[config.mk]
export PLATFORM = sky130hd
export DESIGN_NAME = bracket_pair_matcher
export DESIGN_NICKNAME = d
export VERILOG_FILES = /design/src/design/bpm_pkg.sv /design/src/design/bpm_cell.sv /design/src/design/bpm_outbuf.sv /design/src/design/bracket_pair_matcher.sv
export VERILOG_INCLUDE_DIRS = /design/src /design/src/design
export SDC_FILE = /design/constraint.sdc
export NUM_CORES = 2
export LEC_CHECK = 0
export ABC_AREA = 1
export BUFFER_PORTS_ARGS = -buffer_cell sky130_fd_sc_hd__buf_2
export CORE_MARGIN = 2
export CORE_UTILIZATION = 40
export CTS_CLUSTER_DIAMETER = 150
export CTS_CLUSTER_SIZE = 16
export DETAILED_ROUTE_END_ITERATION = 8
export GPL_TIMING_DRIVEN = 0
export SLEW_MARGIN = 5
export SYNTH_ARGS = -nofsm -noshare
export SYNTH_HDL_FRONTEND = slang
export SYNTH_HIERARCHICAL = 1
export SYNTH_SLANG_ARGS = --single-unit
export TNS_END_PERCENT = 5
[constraint.sdc]
create_clock -name i_clk -period 42.1 [get_ports i_clk]
set_input_delay 4.21 -clock i_clk [delete_from_list [all_inputs] [get_ports i_clk]]
set_output_delay 4.21 -clock i_clk [all_outputs]
set_load 0.1 [all_outputs]
[src/design/bracket_pair_matcher_macros.svh]
// Assertion macros shared by bpm_outbuf and bracket_pair_matcher.
// Each macro takes a label, the clock, the active-low reset and the terms.
`ifndef BRACKET_PAIR_MATCHER_MACROS_SVH
`define BRACKET_PAIR_MATCHER_MACROS_SVH

`ifndef SYNTH
`define BPM_ASSERT_SAME(lbl, clk, rst_n, ante, cons) \
    lbl: assert property (@(posedge clk) disable iff (!rst_n) (ante) |-> (cons)) \
        else $error("bracket_pair_matcher: same-cycle check failed");
`define BPM_ASSERT_NEXT(lbl, clk, rst_n, ante, cons) \
    lbl: assert property (@(posedge clk) disable iff (!rst_n) (ante) |=> (cons)) \
        else $error("bracket_pair_matcher: next-cycle check failed");
`else
`define BPM_ASSERT_SAME(lbl, clk, rst_n, ante, cons)
`define BPM_ASSERT_NEXT(lbl, clk, rst_n, ante, cons)
`endif

`endif

[src/design/bpm_pkg.sv]
`default_nettype none

package bpm_pkg;

    localparam int POS_W    = 10;
    localparam int KIND_W   = 2;
    localparam int STATUS_W = 3;
    localparam int CLASS_W  = 3;

    // token classes
    localparam logic [CLASS_W-1:0] CLS_OTHER         = 3'd0;
    localparam logic [CLASS_W-1:0] CLS_OPEN_PAREN    = 3'd1;
    localparam logic [CLASS_W-1:0] CLS_CLOSE_PAREN   = 3'd2;
    localparam logic [CLASS_W-1:0] CLS_OPEN_BRACKET  = 3'd3;
    localparam logic [CLASS_W-1:0] CLS_CLOSE_BRACKET = 3'd4;
    localparam logic [CLASS_W-1:0] CLS_OPEN_BRACE    = 3'd5;
    localparam logic [CLASS_W-1:0] CLS_CLOSE_BRACE   = 3'd6;

    // opener kinds held on the stack
    localparam logic [KIND_W-1:0] KIND_NONE    = 2'd0;
    localparam logic [KIND_W-1:0] KIND_PAREN   = 2'd1;
    localparam logic [KIND_W-1:0] KIND_BRACKET = 2'd2;
    localparam logic [KIND_W-1:0] KIND_BRACE   = 2'd3;

    // result status codes
    localparam logic [STATUS_W-1:0] ST_NONE        = 3'd0;
    localparam logic [STATUS_W-1:0] ST_STORED      = 3'd1;
    localparam logic [STATUS_W-1:0] ST_MATCHED     = 3'd2;
    localparam logic [STATUS_W-1:0] ST_BAD_BRACKET = 3'd3;
    localparam logic [STATUS_W-1:0] ST_BAD_PAREN   = 3'd4;
    localparam logic [STATUS_W-1:0] ST_BAD_BRACE   = 3'd5;
    localparam logic [STATUS_W-1:0] ST_OVERFLOW    = 3'd6;

    typedef struct packed {
        logic [KIND_W-1:0] kind;
        logic [POS_W-1:0]  pos;
    } t_entry;

    typedef struct packed {
        logic push;
        logic pop;
    } t_shift;

    typedef struct packed {
        logic [STATUS_W-1:0] status;
        logic [POS_W-1:0]    distance;
        logic [POS_W-1:0]    opener_position;
        logic [POS_W-1:0]    token_position;
        logic                statement_end;
    } t_result;

endpackage

`default_nettype wire

[src/design/bpm_cell.sv]
`default_nettype none

module bpm_cell (
    input  wire              i_clk,
    input  wire bpm_pkg::t_shift i_shift,
    input  wire bpm_pkg::t_entry i_from_up,
    input  wire bpm_pkg::t_entry i_from_down,
    output bpm_pkg::t_entry  o_entry
);
    import bpm_pkg::*;

    t_entry r_entry;
    t_entry n_entry;

    // push moves entries away from the top, pop pulls them toward it
    always_comb begin
        priority if (i_shift.push) begin
            n_entry = i_from_up;
        end else if (i_shift.pop) begin
            n_entry = i_from_down;
        end else begin
            n_entry = r_entry;
        end
    end

    always_ff @(posedge i_clk) begin
        r_entry <= n_entry;
    end

    assign o_entry = r_entry;

endmodule

`default_nettype wire

[src/design/bpm_outbuf.sv]
`default_nettype none

`include "bracket_pair_matcher_macros.svh"

module bpm_outbuf (
    input  wire               i_clk,
    input  wire               i_rst_n,
    input  wire               i_push,
    input  wire bpm_pkg::t_result i_result,
    output logic              o_can_take,
    output logic              o_valid,
    input  wire               i_ready,
    output bpm_pkg::t_result  o_result
);
    import bpm_pkg::*;

    t_result r_main;
    t_result r_skid;
    logic    r_main_vld;
    logic    r_skid_vld;
    t_result n_main;
    t_result n_skid;
    logic    n_main_vld;
    logic    n_skid_vld;
    logic    pop;

    assign pop        = r_main_vld && i_ready;
    assign o_can_take = !r_skid_vld;
    assign o_valid    = r_main_vld;
    assign o_result   = r_main;

    always_comb begin
        n_main     = r_main;
        n_skid     = r_skid;
        n_main_vld = r_main_vld;
        n_skid_vld = r_skid_vld;
        if (r_skid_vld) begin
            if (pop) begin
                n_main     = r_skid;
                n_skid_vld = 1'b0;
            end
        end else if (i_push) begin
            if (!r_main_vld || pop) begin
                n_main     = i_result;
                n_main_vld = 1'b1;
            end else begin
                n_skid     = i_result;
                n_skid_vld = 1'b1;
            end
        end else if (pop) begin
            n_main_vld = 1'b0;
        end
    end

    always_ff @(posedge i_clk) begin
        if (!i_rst_n) begin
            r_main_vld <= 1'b0;
            r_skid_vld <= 1'b0;
        end else begin
            r_main_vld <= n_main_vld;
            r_skid_vld <= n_skid_vld;
        end
        r_main <= n_main;
        r_skid <= n_skid;
    end

    `BPM_ASSERT_SAME(a_skid_needs_main, i_clk, i_rst_n, r_skid_vld, r_main_vld)
    `BPM_ASSERT_NEXT(a_stall_fills_skid, i_clk, i_rst_n,
        i_push && r_main_vld && !i_ready, r_skid_vld)
    `BPM_ASSERT_NEXT(a_skid_moves_up, i_clk, i_rst_n,
        r_skid_vld && i_ready, r_main == $past(r_skid) && r_main_vld)

endmodule

`default_nettype wire

[src/design/bracket_pair_matcher.sv]
// bracket_pair_matcher: bracket matching over the tokens of one statement.
// Input channel (i_valid / o_ready) takes one token per item: its bracket
// class, the plain-bracket flag and the end-of-statement mark. Output channel
// (o_valid / i_ready) returns exactly one result item per token: status,
// matched distance and opener position, token position and statement end.
// A token's result is registered in the output buffer; throughput is one
// token per cycle while i_ready stays high. The opener stack is a row of
// STACK_DEPTH shift cells with the top at cell 0, so a push or pop is one
// shift of the whole row and the next token sees the updated top at once.
// The output side has a main register and a skid register; o_ready stays
// high until the skid register fills, i.e. the block takes one more token
// after the receiver stalls and then holds o_ready low until i_ready returns.
// Reset empties the stack, clears the token index and the latched error and
// drops both output registers; the cell contents are left as they are.
// A token flagged as last returns all statement state to zero after its
// result is formed.
`default_nettype none

`include "bracket_pair_matcher_macros.svh"

module bracket_pair_matcher #(
    parameter int STACK_DEPTH = 64,
    parameter int MAX_TOKENS  = 1024
) (
    input  wire        i_clk,
    input  wire        i_rst_n,
    input  wire        i_valid,
    output logic       o_ready,
    input  wire  [2:0] i_token_class,
    input  wire        i_plain_bracket,
    input  wire        i_last_token,
    output logic       o_valid,
    input  wire        i_ready,
    output logic [2:0] o_status,
    output logic [9:0] o_distance,
    output logic [9:0] o_opener_position,
    output logic [9:0] o_token_position,
    output logic       o_statement_end
);
    import bpm_pkg::*;

    localparam int CNT_W = $clog2(STACK_DEPTH + 1);
    localparam int IDX_W = $clog2(MAX_TOKENS + 1);

    logic [CNT_W-1:0]    r_count;
    logic [IDX_W-1:0]    r_tok_idx;
    logic                r_error;
    logic [CNT_W-1:0]    n_count;
    logic [IDX_W-1:0]    n_tok_idx;
    logic                n_error;

    logic                acc;
    logic                can_take;
    logic [KIND_W-1:0]   open_kind;
    logic [KIND_W-1:0]   close_kind;
    logic [STATUS_W-1:0] bad_code;
    logic [IDX_W+POS_W-1:0] pos_ext;
    logic [POS_W-1:0]    pos;
    logic                too_long;
    logic                full;
    t_entry              top;
    t_entry              new_entry;
    t_shift              shift;
    t_result             res;
    t_result             out_res;

    t_entry              cell_q  [STACK_DEPTH];
    t_entry              cell_up [STACK_DEPTH];
    t_entry              cell_dn [STACK_DEPTH];

    assign acc      = i_valid && o_ready;
    assign o_ready  = can_take;
    assign pos_ext  = {{POS_W{1'b0}}, r_tok_idx};
    assign pos      = pos_ext[POS_W-1:0];
    assign too_long = (r_tok_idx == IDX_W'(MAX_TOKENS));
    assign full     = (r_count == CNT_W'(STACK_DEPTH));
    assign top      = cell_q[0];

    always_comb begin
        open_kind  = KIND_NONE;
        close_kind = KIND_NONE;
        bad_code   = ST_NONE;
        unique case (i_token_class)
            CLS_OPEN_PAREN:    open_kind = KIND_PAREN;
            CLS_OPEN_BRACKET:  open_kind = i_plain_bracket ? KIND_BRACKET : KIND_NONE;
            CLS_OPEN_BRACE:    open_kind = KIND_BRACE;
            CLS_CLOSE_PAREN: begin
                close_kind = KIND_PAREN;
                bad_code   = ST_BAD_PAREN;
            end
            CLS_CLOSE_BRACKET: begin
                close_kind = KIND_BRACKET;
                bad_code   = ST_BAD_BRACKET;
            end
            CLS_CLOSE_BRACE: begin
                close_kind = KIND_BRACE;
                bad_code   = ST_BAD_BRACE;
            end
            default: ;
        endcase
    end

    always_comb begin
        res                 = '0;
        res.token_position  = pos;
        res.statement_end   = i_last_token;
        shift               = '0;
        n_count             = r_count;
        n_error             = r_error;
        new_entry.kind      = open_kind;
        new_entry.pos       = pos;
        if (!r_error && (open_kind != KIND_NONE || close_kind != KIND_NONE)) begin
            priority if (too_long) begin
                res.status = ST_OVERFLOW;
                n_error    = 1'b1;
            end else if (open_kind != KIND_NONE) begin
                if (full) begin
                    res.status = ST_OVERFLOW;
                    n_error    = 1'b1;
                end else begin
                    res.status = ST_STORED;
                    shift.push = 1'b1;
                    n_count    = r_count + 1'b1;
                end
            end else if (r_count == '0) begin
                res.status = bad_code;
                n_error    = 1'b1;
            end else begin
                // pop the top whether it matches or not
                shift.pop = 1'b1;
                n_count   = r_count - 1'b1;
                if (top.kind != close_kind) begin
                    res.status = bad_code;
                    n_error    = 1'b1;
                end else begin
                    res.status          = ST_MATCHED;
                    res.opener_position = top.pos;
                    res.distance        = pos - top.pos;
                end
            end
        end
        n_tok_idx = too_long ? r_tok_idx : r_tok_idx + 1'b1;
        if (i_last_token) begin
            n_count   = '0;
            n_error   = 1'b0;
            n_tok_idx = '0;
        end
        if (!acc) begin
            shift = '0;
        end
    end

    always_ff @(posedge i_clk) begin
        if (!i_rst_n) begin
            r_count   <= '0;
            r_tok_idx <= '0;
            r_error   <= 1'b0;
        end else if (acc) begin
            r_count   <= n_count;
            r_tok_idx <= n_tok_idx;
            r_error   <= n_error;
        end
    end

    genvar gi;
    generate
        for (gi = 0; gi < STACK_DEPTH; gi++) begin : g_cell
            if (gi == 0) begin : g_top
                assign cell_up[gi] = new_entry;
            end else begin : g_mid_up
                assign cell_up[gi] = cell_q[gi-1];
            end
            if (gi == STACK_DEPTH - 1) begin : g_bottom
                assign cell_dn[gi] = cell_q[gi];
            end else begin : g_mid_dn
                assign cell_dn[gi] = cell_q[gi+1];
            end
            bpm_cell u_cell (
                .i_clk       (i_clk),
                .i_shift     (shift),
                .i_from_up   (cell_up[gi]),
                .i_from_down (cell_dn[gi]),
                .o_entry     (cell_q[gi])
            );
        end
    endgenerate

    bpm_outbuf u_outbuf (
        .i_clk      (i_clk),
        .i_rst_n    (i_rst_n),
        .i_push     (acc),
        .i_result   (res),
        .o_can_take (can_take),
        .o_valid    (o_valid),
        .i_ready    (i_ready),
        .o_result   (out_res)
    );

    assign o_status          = out_res.status;
    assign o_distance        = out_res.distance;
    assign o_opener_position = out_res.opener_position;
    assign o_token_position  = out_res.token_position;
    assign o_statement_end   = out_res.statement_end;

    `BPM_ASSERT_SAME(a_count_bound, i_clk, i_rst_n, 1'b1, r_count <= CNT_W'(STACK_DEPTH))
    `BPM_ASSERT_NEXT(a_last_clears, i_clk, i_rst_n, acc && i_last_token,
        r_count == '0 && r_tok_idx == '0 && !r_error)
    `BPM_ASSERT_NEXT(a_push_grows, i_clk, i_rst_n,
        acc && res.status == ST_STORED && !i_last_token,
        r_count == $past(r_count) + 1'b1 && cell_q[0] == $past(new_entry))
    `BPM_ASSERT_SAME(a_error_freezes, i_clk, i_rst_n, acc && r_error,
        res.status == ST_NONE && shift == '0)

endmodule

`default_nettype wire

* Word-level counts from Yosys, hierarchy flattened
Index checks and enable logic that the tools add are counted.
** Storage, ports and cells
- Logic and storage cells :: 360
- Input bits :: 9
- Bits in registers :: 857
** Operators by class
- Add/subtract/negate cells :: 4
- Reductions and logical operators :: 23
- Equal/unequal tests :: 15
- Multiplexer cells :: 173
- Bitwise operators :: 2
** Operator list (count)
- $mux W12 :: 126
- $mux W34 :: 4
- $mux W20 :: 4
- $mux W7 :: 6
- $mux W23 :: 1
- $mux W11 :: 2
- $mux W1 :: 18
- $mux W3 :: 5
- $reduce_bool A2 Y1 :: 7
- $pmux W2 S3 :: 2
- $add A11 B1 Y11 const B :: 1
- $eq A11 B11 Y1 const B :: 1
- $sub A10 B10 Y10 :: 1
- $eq A3 B3 Y1 const B :: 3
- $pmux W3 S3 :: 1
- $reduce_and A3 Y1 :: 3
- $mux W2 :: 4
- $add A7 B1 Y7 const B :: 1
- $eq A7 B7 Y1 const B :: 1
- $logic_not A7 Y1 :: 1
- $sub A7 B1 Y7 const B :: 1
- $eq A3 B2 Y1 const B :: 2
- $ne A3 B3 Y1 const B :: 2
- $reduce_and A5 Y1 :: 1
- 12 further kinds :: 19

* Longest topological paths before layout
- Word-level depth :: 11
- Depth in mapped cells :: 16
- Gate-level depth less buffers :: 16

* By module
The synthesis kept the hierarchy.
** Modules (own cells, without submodules)
- bpm_cell :: area each 524.3 um^2, cells an instance 52, instances 64, sequential area each 360.3 um^2
- bpm_outbuf :: area each 2601.2 um^2, cells an instance 198, instances 1, sequential area each 2082.0 um^2
- bracket_pair_matcher :: area each 2147.1 um^2, cells an instance 355, instances 1, sequential area each 380.4 um^2

* Worst setup path after synthesis
No wires, ideal clock.
- Path type :: input-to-reg
- Start :: input i_token_class[0]
- End :: register g_cell[0].u_cell.r_entry (netlist bit g_cell[0].u_cell/o_entry[0]) (enable)
- Setup slack :: 25209 ps
- Required time :: 41763 ps
- Buffers on the path :: 0
- Stages :: 7
- Arrival time :: 16554 ps
- Cells stage by stage :: inv_1 -> a21oi_2 -> nand2_2 -> nand3_2 -> nand3_2 -> nor2_1 -> or2_2
** RTL lines
- start: declaration :: line bracket_pair_matcher.sv:29 : input wire [2:0] i_token_class,
- end signal: assignment :: line bpm_cell.sv:27 : r_entry <= n_entry;
- end: declaration :: line bpm_cell.sv:12 : t_entry r_entry;

==> flow_summary.yaml <==
outcome:
  status: "finished, final reports clean"
synth:
  synthArstFlopShare: 0
  synth_area_leader_cell: "edfxtp_1"
  synthesis.area_mm2: 0.03830
  synth_most_common_cell: "nand2_1"
  synth_cells: 3881
  ys.flop_type: "edfxtp_1"
  synth_top_area_share: 0.6555
  synth.distinct_cells: 40
  ys_ff_latch: 857
  synthTopCellsByCount: "nand2_1 (2499), edfxtp_1 (836), buf_6 (70), inv_2 (70), nor2_1 (69)"
  seq_area_frac_synth: 0.6664
  synthTopCellsByArea: "edfxtp_1 (66%), nand2_1 (24%), buf_6 (2.1%)"
  ys_warn_count: 6
  postSynthAreaPerCell_um2: 9.869
  synth_fp_nets: 3909
  synth-edff-count: 836
critical_path:
  endpoint_kind: "register"
  required_ns: 42.40
  crit_type: "in2reg"
  crit_start: "i_token_class[0]"
  cp_max_fo: 40
  r2r-start: "r_tok_idx[0]$_SDFFE_PN0P_"
  cp.buffers_inverters: 7
  cp_cell_sequence: "buf_2, inv_1, a21oi_2, nand2_2, nand3_2, nand3_2, nor2_4, buf_12, buf_12, buf_16, buf_12, buf_12, or2_2"
  start_kind: "primary input"
  slowest_delay_ns: 0.39
  worst_path_dominant_cell_family: "buffers and inverters"
  cp_slowest_cell: "nor2_4"
  cp.arrival_ns: 6.84
  crit_path_frequent_cell: "buf_12"
run:
  drv_cap: 0
routing:
  drc: 0
  wl_per_cell_um: 14.33
  drtIter0Drc: 1528
  dr.pass1.iters: 7
  dr_total_vias: 24620
  ant_nets: 0
  viasPerCell: 4.664
  wl_um: 75650
pwr:
  design_power_total_mw: 1.979
  leakagePower_nw: 18.04
  p_int_mw: 1.436
  cellPowerDensity_mw_per_mm2: 47.14
  power.net_switching_mw: 0.5432
  peakVddDrop_mv: 0.03601
  p_sw_frac: 0.2744
  p_seq_frac: 0.579
  combinationalPowerShare: 0.149
  p_clk_frac: 0.272
timing:
  hold_viol_final: 0
  hold_ws_ns: 0.4885
  layout_setup_ws_ns: 35.57
  period_needed_ns: 6.533
  finalSetupViolations: 0
  clock_skew_ns: 0.04596
  maxSlewHeadroom: 0.3895
  timing.fmax_ghz: 0.1531
  drv_slew: 0
  grt_setup_unrepaired: "no"
  tns_ns: 0
  fin_crit_sh: 0.1552
  worstMarginPinSlew_ns: 0.9136
clocking:
  hold_buffers: 0
  clock-sinks: 857
  root_buffer: "clkbuf_16"
  clockBufferDepth: 3
  clk_pin_slew_ns: 0.07
  clock_latency_ns: 0.67
  numCtsBuffers: 59
  cts_max_level: 2
  cts_tree: "yes"
  cts_resized: 0
  cts_setup_buffers: 0
grt:
  grt_pass1_wl_um: 124500
  antenna_found_initial: 0
  grt.overflow.total: 0
  grt_pass1_vias: 25100
  grt_max_degree: 41
  grt_usage: 0.1533
floorplan:
  fp.dieArea_mm2: 0.09824
  coreArea_mm2: 0.09501
  dieWidth_um: 313.4
  rows: 113
  die_h_um: 313.4
  initial_core_util: 0.4031
  top_level_ports: 45
worst_hold_path:
  min_from: "r_tok_idx[10]$_SDFFE_PN0P_"
  hold_path.class: "reg2reg"
placed_design:
  place_congestion: 0.8156
  io_buffers: 44
  dp_slack_ns: 34.92
  place_hpwl_um: 55170
layout:
  diodes: 0
  syn_to_final_growth_pct: 9.634
  fillers: 9297
  drive_above_1_share: 0.1044
  final_nets: 4028
worst register-to-register path, cell delays in order (launching register included):
cell and delay (ns):
dfxtp_1 0.54, inv_1 0.17, ha_1 0.23, inv_1 0.05, nor2_1 0.03, nand2_1 0.09
nor2_2 0.06, nor2_1 0.18, nand3_2 0.20, nor2_4 0.39, buf_12 0.27, buf_12 0.24
buf_16 0.20, buf_12 0.22, buf_12 0.25, or2_2 0.36
area by class of cell:
class | instances | area, µm² | share of cell area
clock inverter | 3 | 55.05 | 0.001311
clock buffer | 72 | 1546 | 0.03683
tap | 1265 | 1583 | 0.03769
inverter | 118 | 445.4 | 0.01061
timing repair buffer | 58 | 478.0 | 0.01138
sequential | 857 | 25520 | 0.6079
multi-input combinational | 2765 | 11060 | 0.2633
buffer | 141 | 1303 | 0.03102
layer usage:
layer  GRT usage  part of all wire  vias up
met2      0.2569              0.47      306
met4     0.04154             0.021        0
met3     0.01841             0.031      105
li1            -                 -    12670
met5           0                 0        -
met1      0.2113              0.48    11540
per-stage QoR:
step,cells,cell area (µm²),util
3_3_place_gp,5190,40100,0.4221
2_1_floorplan,3881,38300,-
6_report,5279,41990,0.4420
5_1_grt,5279,41990,0.4420
3_5_place_dp,5204,40390,0.4251
4_1_cts,5279,41990,0.4420
cell families (layout without fill, tap and decap cells):
| family | count (synthesis) | after routing | share of synthesized area |
|---|---|---|---|
| buffers and inverters | 259 | 392 | 0.04564 |
| adder cells (fa/ha/maj) | 19 | 19 | 0.006599 |
| flip-flops | 857 | 857 | 0.6664 |
| XOR/XNOR | 13 | 13 | 0.002973 |
| AO/OA/AOI/OAI | 47 | 47 | 0.006991 |
| AND/OR/NAND/NOR | 2686 | 2686 | 0.2714 |
final timing paths:
check             depth (start not counted)                                endpoint  slack, ns
setup / recovery                         13  g_cell[46].u_cell/o_entry[4]$_DFFE_PP_      35.57
hold / removal                            2              r_tok_idx[10]$_SDFFE_PN0P_       0.49
setup reg to reg                         15  g_cell[46].u_cell/o_entry[4]$_DFFE_PP_      38.26
hold reg to reg                           2              r_tok_idx[10]$_SDFFE_PN0P_       0.49
power groups by stage:
stage                     registers, mW  logic, mW  clock network (mW)
after floorplan                    1.17      0.219                   0
after global placement             1.17      0.315                   0
after detailed placement           1.17      0.297                   0
after CTS                          1.15      0.299               0.555
after global routing               1.16      0.336               0.583
final                              1.15      0.295               0.537
registers in the layout, summed over array words and instances (netlist names):
| name | cells |
|---|---|
| g_cell.u_cell/o_entry | 768 |
| r_count | 7 |
| r_error | 1 |
| r_tok_idx | 11 |
| u_outbuf/o_result | 34 |
| u_outbuf/o_valid | 1 |
| u_outbuf/r_skid | 34 |
| u_outbuf/r_skid_vld | 1 |
cells in the final DEF, fill, tap and decap left out, types with 2 or more instances in the layout:
| master | instances |
|---|---|
| inv_1 | 47 |
| inv_2 | 70 |
| nand3_2 | 2 |
| ha_1 | 17 |
| buf_4 | 68 |
| a211oi_1 | 2 |
| nor2_1 | 66 |
| xnor2_1 | 6 |
| o21bai_1 | 3 |
| a21oi_1 | 28 |
| or2_2 | 65 |
| dfxtp_1 | 21 |
| nor3_1 | 4 |
| clkbuf_16 | 60 |
| buf_12 | 9 |
| nand2_1 | 2499 |
| nand2_4 | 4 |
| nor2_2 | 4 |
| xor2_1 | 7 |
| edfxtp_1 | 836 |
| fa_1 | 2 |
| nor2_4 | 4 |
| buf_6 | 70 |
| nand4_1 | 6 |
| nand2_2 | 4 |
| clkbuf_1 | 15 |
| buf_16 | 2 |
| o21ai_0 | 6 |
| buf_2 | 47 |
| nand3_1 | 23 |
Power figures use the tool's default switching activity.
